==> config.mk <==
export PLATFORM = sky130hd
export DESIGN_NAME = dsso_chain
export DESIGN_NICKNAME = d
export VERILOG_FILES = /design/src/rtl/dsso_pkg.sv /design/src/rtl/dsso_cell.sv /design/src/rtl/dsso_chain.sv
export SDC_FILE = /design/constraint.sdc
export NUM_CORES = 2
export LEC_CHECK = 0
export BUFFER_PORTS_ARGS = -buffer_cell sky130_fd_sc_hd__buf_2
export CAP_MARGIN = 10
export CORE_ASPECT_RATIO = 1.2
export CORE_MARGIN = 1.5
export CORE_UTILIZATION = 30
export DETAILED_ROUTE_END_ITERATION = 16
export HOLD_SLACK_MARGIN = 0.02
export PLACE_DENSITY = 0.53
export SETUP_SLACK_MARGIN = 0.3
export SYNTH_ARGS = -nofsm -noshare
export SYNTH_HDL_FRONTEND = slang
export SYNTH_HIERARCHICAL = 1
export SYNTH_SLANG_ARGS = --single-unit
==> constraint.sdc <==
create_clock -name clk -period 5.7 [get_ports clk]
set_input_delay 1.71 -clock clk [delete_from_list [all_inputs] [get_ports clk]]
set_output_delay 1.71 -clock clk [all_outputs]
set_load 0.005 [all_outputs]
==> src/rtl/dsso_pkg.sv <==
package dsso_pkg;

  localparam int DSSO_QUEUE_DEPTH = 64;
  localparam int CYL_W            = 16;
  localparam int CFG_INDEX_W      = 1;
  localparam int CFG_DATA_W       = 16;

  // Configuration register indexes.
  localparam logic [CFG_INDEX_W-1:0] REG_HEAD_POSITION = 1'd0;
  localparam logic [CFG_INDEX_W-1:0] REG_SWEEP_MODE    = 1'd1;

  localparam logic MODE_ELEVATOR = 1'b0;
  localparam logic MODE_CIRCULAR = 1'b1;

  typedef enum logic [1:0] {
    CELL_HOLD   = 2'd0,
    CELL_INSERT = 2'd1,
    CELL_PUSH   = 2'd2,
    CELL_POP    = 2'd3
  } cell_op_t;

  typedef struct packed {
    cell_op_t           op;
    logic [CYL_W-1:0]   key;
    logic [CYL_W-1:0]   push_data;
  } chain_ctrl_t;

  typedef struct packed {
    logic               top_vld;
    logic [CYL_W-1:0]   top_val;
  } chain_stat_t;

endpackage

==> src/rtl/dsso_cell.sv <==
module dsso_cell import dsso_pkg::*; (
  input  logic             clk,
  input  logic             rst,
  input  cell_op_t         op,
  input  logic [CYL_W-1:0] key,
  input  logic [CYL_W-1:0] left_val,
  input  logic             left_vld,
  input  logic             left_gt,
  input  logic [CYL_W-1:0] right_val,
  input  logic             right_vld,
  output logic [CYL_W-1:0] val,
  output logic             vld,
  output logic             gt
);

  logic [CYL_W-1:0] val_next;
  logic             vld_next;

  // An empty cell counts as greater than any key, so the new entry lands in
  // the first cell whose content is strictly greater (after equal entries).
  assign gt = !vld || (val > key);

  always_comb begin
    val_next = val;
    vld_next = vld;
    unique case (op)
      CELL_HOLD: begin
      end
      CELL_INSERT: begin
        if (left_gt) begin
          val_next = left_val;
          vld_next = left_vld;
        end else if (gt) begin
          val_next = key;
          vld_next = 1'b1;
        end
      end
      CELL_PUSH: begin
        val_next = left_val;
        vld_next = left_vld;
      end
      CELL_POP: begin
        val_next = right_val;
        vld_next = right_vld;
      end
      default: begin
      end
    endcase
  end

  always_ff @(posedge clk) begin
    if (rst) begin
      vld <= 1'b0;
    end else begin
      vld <= vld_next;
    end
  end

  always_ff @(posedge clk) begin
    val <= val_next;
  end

endmodule

==> src/rtl/dsso_chain.sv <==
module dsso_chain import dsso_pkg::*; #(
  parameter int DEPTH = DSSO_QUEUE_DEPTH
) (
  input  logic        clk,
  input  logic        rst,
  input  chain_ctrl_t ctrl,
  output chain_stat_t stat
);

  logic [CYL_W-1:0] val      [DEPTH];
  logic             vld      [DEPTH];
  logic             gt       [DEPTH];
  logic [CYL_W-1:0] left_val [DEPTH];
  logic             left_vld [DEPTH];
  logic             left_gt  [DEPTH];
  logic [CYL_W-1:0] right_val[DEPTH];
  logic             right_vld[DEPTH];

  // The front cell sees the push data on its left and nothing greater.
  assign left_val[0] = ctrl.push_data;
  assign left_vld[0] = 1'b1;
  assign left_gt[0]  = 1'b0;

  assign right_val[DEPTH-1] = '0;
  assign right_vld[DEPTH-1] = 1'b0;

  for (genvar i = 0; i < DEPTH; i++) begin : g_cell
    if (i > 0) begin : g_left
      assign left_val[i] = val[i-1];
      assign left_vld[i] = vld[i-1];
      assign left_gt[i]  = gt[i-1];
    end
    if (i < DEPTH - 1) begin : g_right
      assign right_val[i] = val[i+1];
      assign right_vld[i] = vld[i+1];
    end

    dsso_cell u_cell (
      .clk       (clk),
      .rst       (rst),
      .op        (ctrl.op),
      .key       (ctrl.key),
      .left_val  (left_val[i]),
      .left_vld  (left_vld[i]),
      .left_gt   (left_gt[i]),
      .right_val (right_val[i]),
      .right_vld (right_vld[i]),
      .val       (val[i]),
      .vld       (vld[i]),
      .gt        (gt[i])
    );
  end

  assign stat.top_val = val[0];
  assign stat.top_vld = vld[0];

endmodule

# Word-level counts from Yosys, hierarchy flattened

Index checks and enable logic that the tools add are counted.

Flip-flop bits (word level): 1088
Bits in latches: 0
Bits in writable memories: 0
ROM bits: 0
Input port bits: 36
Output and inout port bits: 17
Logic and storage cells: 834
Memories kept: 0

Add/sub/neg operators: 0
$mul: 0
Div/mod/pow operators: 0
Magnitude comparators: 64
Eq/ne operators: 67
Shifts and indexed selects: 0
Muxes and demuxes: 382
Bitwise operators: 0
Reductions and logical operators: 193

Operator list:

| cell               | number |
|---|---|
| $pmux 16 s3        | 64 |
| $mux 16            | 127 |
| $gt 16x16->1       | 64 |
| $pmux 1 s3         | 64 |
| $ne 3x1->1 const B | 63 |
| $reduce_and 2->1   | 64 |
| $mux 1             | 127 |
| $logic_not 1->1    | 64 |
| $logic_or 1x1->1   | 64 |
| $eq 2x2->1 const B | 2 |
| $reduce_bool 3->1  | 1 |
| $eq 2x1->1 const B | 1 |
| $ne 2x1->1 const B | 1 |

# Depth between registers and ports, before layout

Depth after elaboration: 5
Depth in mapped cells: 12
Gate-level depth less buffers: 12

# Cells and area by module

Netlist, hierarchy kept.

By module, submodules not included:

| module                             | instances | cells each | area an instance (um2) |
|---|---|---|---|
| dsso_cell at g_cell[0].u_cell ...  | 56        | 157        | 1422.6 |
| dsso_cell at g_cell[60].u_cell ... | 7         | 155        | 1411.4 |
| dsso_cell at g_cell[9].u_cell      | 1         | 155        | 1410.1 |
| dsso_chain                         | 1         | 3          | 15.0 |

# Worst setup path after synthesis

OpenSTA, ideal clock, no wires.

Path kind: in2reg
Start: input port ctrl[17] (netlist bit)
End: register g_cell[60].u_cell.val[0] (enable)
Arrival: 4301 ps
Slack: 1000 ps
Stages: 10
Buffers on the path: 1
Cells stage by stage: inv_1 -> ha_1 -> nor2b_1 -> o211ai_1 -> a2111o_1 -> a31oi_1 -> nand2b_1 -> clkbuf_1 -> nor2_1 -> a31oi_1

RTL lines:

| item                   | RTL line        | RTL |
|---|---|---|
| start: declaration     | dsso_chain.sv:6 | `input chain_ctrl_t ctrl,` |
| end signal: assignment | dsso_cell.sv:60 | `val <= val_next;` |
| end: declaration       | dsso_cell.sv:11 | `output logic [CYL_W-1:0] val,` |

==> key figures <==
Outcome
  – Outcome: finished with violations
  – Failing checks: design-rule violations

Worst hold path
  – Hold Crit Depth: 2
  – Hold Crit Start: g_cell[24].u_cell/val[2]
  – Hold Crit Class: reg2reg

Worst setup path
  – Arrival time worst endpoint: slightly above 5000 ps
  – Critical path class: in2reg
  – Reg2Reg Depth: 9
  – Endpoint class of the critical path: flip-flop
  – Critical path origin: ctrl[30]
  – Worst Path Required: just over 6000 ps
  – Critical Path Start Type: input port
  – Crit Path Max Fanout: 47
  – R2r startpoint: g_cell[8].u_cell/val[6]

Clock network
  – # Post-CTS Setup Buffers: 0
  – H-tree Lvls: 4
  – PostCTS Resize Cnt: 0
  – CTS Sinks: approximately 1.1k
  – Root Buffer: clkbuf_16
  – Worst skew pair latency: ~850 ps
  – TritonCTS clock tree: yes
  – CTS Hold Bufs: 0
  – Longest Clk Path Bufs: 4
  – CTS Buf Count: between 100 and 150
  – Clock slew at reported path FFs: around 60 ps

Floorplanning
  – Row count: 221
  – Die X: 506 microns
  – Die Y-Extent: approximately 600 microns
  – Num ports: 53
  – Initial Util: 0.301
  – CORE AREA: approximately 300000 sq um
  – Die area: about 300000 sq um

Cells and area
  – Most frequent cells in the layout: 1504 x a21oi_1, 1169 x nor2_1, 1032 x inv_1
  – Most common cell after layout, fill and taps aside: a21oi_1
  – Layout cell share with drive strength beyond 1: 0.0779
  – # nets final: around 11k
  – Area Growth Syn to Fin: 11.8%

Place
  – Port buffer count: 52
  – GPL Wtd Cong: ~0.88
  – Place WS: approximately 310 ps
  – Final HPWL DP: around 210000 microns

Timing
  – Setup TNS: 0 ps
  – Hold Vio Cnt, Final: 0
  – Tcrit/Tclk final: 0.811
  – Slew headroom: 0.233
  – RSZ-0062 raised after global routing: false
  – Final setup margin: about 1100 ps
  – Slew @ Worst Pin: between 1000 and 1500 ps
  – Slew Limit Fails: 0
  – Setup Viol. Count Final: 0
  – Setup Skew: between 60 and 70 ps
  – Max Fclk: about 220 MHz
  – Worst hold margin: 603 ps
  – Min cycle time layout: roughly 4600 ps

Detailed routing
  – Detailed Routing Iterations Pass 1: 12
  – Total number of vias: around 76k
  – Via/cell ratio: between 5 and 6
  – WL final: approximately 290000 microns
  – Number of DRC violations after detailed-routing iteration 0: between 5k and 6k
  – DRC Markers: 1
  – WL per Instance: 20.4 microns
  – Post-DRT Antenna Nets: 0

Power
  – Power Density: 284 nW/um^2
  – Leakage: roughly 42 nW
  – Peak supply drop: ~0.00019 V
  – Total power: 28.9 mW

GRT
  – Aggregate global routing overflow: 0
  – First-pass GRT wire length: 442000 microns
  – Largest net degree at the start of global routing: between 150 and 200
  – Vias in the first global route: between 70k and 80k
  – Initial antenna violation count: 2
  – Gr usage total: 0.182

Yosys
  – YS warnings: 6
  – Synthesized cell area: slightly above 90000 sq um
  – Synthesized area per cell: 9.07 sq um
  – Gate Count Post-Synth: between 10k and 15k

Run
  – MaxCap Viol Count: 0
worst max-delay path, stage by stage:
cell and delay (ps):
buf_4 770, buf_4 420, inv_1 110, ha_1 320
nand4_2 140, a2111o_1 400, a31oi_1 250, nand2b_1 200
buf_4 280, nor2_1 80, a211oi_1 250, a21oi_1 90
path summary, 6_finish.rpt:
| check | end | slack, ps |
|---|---|---|
| setup / recovery | g_cell[57].u_cell/val[6] | 1080 |
| hold / removal | g_cell[25].u_cell/val[2] | 600 |
| setup reg to reg | g_cell[9].u_cell/val[6] | 2540 |
| hold reg to reg | g_cell[25].u_cell/val[2] | 600 |
cell type report:
class                   count  area [sq um]
diodes                      3          7.51
clock buffers             194          4040
clock inverters            62           444
fillers                 30900        200000
inverters                1032          3870
multi-input cells        7359         52800
flip-flops and latches   1088         32000
well taps                4014          5020
repair buffers            352          3430
per-stage QoR:
| step | area, sq um | util | std cells |
|---|---|---|---|
| 3_3_place_gp | 97200 | 0.322 | 13800 |
| 3_5_place_dp | 97200 | 0.322 | 13800 |
| 6_report | 102000 | 0.337 | 14100 |
| 2_1_floorplan | 91000 | - | 10100 |
| 4_1_cts | 102000 | 0.337 | 14100 |
| 5_1_grt | 102000 | 0.337 | 14100 |
power by group:
part	switching (mW)	total, mW	leakage, nW	internal, mW
Sequential	2.03	12.5	10.5	10.4
Combinational	4.21	7.40	29.7	3.20
Clock	3.83	9.03	2.21	5.19
layer usage:
metal / up-vias / track usage / share of wire
li1: 37300 / - / -
met4: 0 / 0.0729 / 0.041
met5: - / 0 / 0
met1: 36900 / 0.223 / 0.42
met2: 1818 / 0.322 / 0.49
met3: 542 / 0.0200 / 0.042
sequential cells by signal (all words and copies together) (netlist names):
signal,count
g_cell.u_cell/val,1024
g_cell.u_cell/vld,64
No activity file was read; power rests on OpenSTA's default activity.
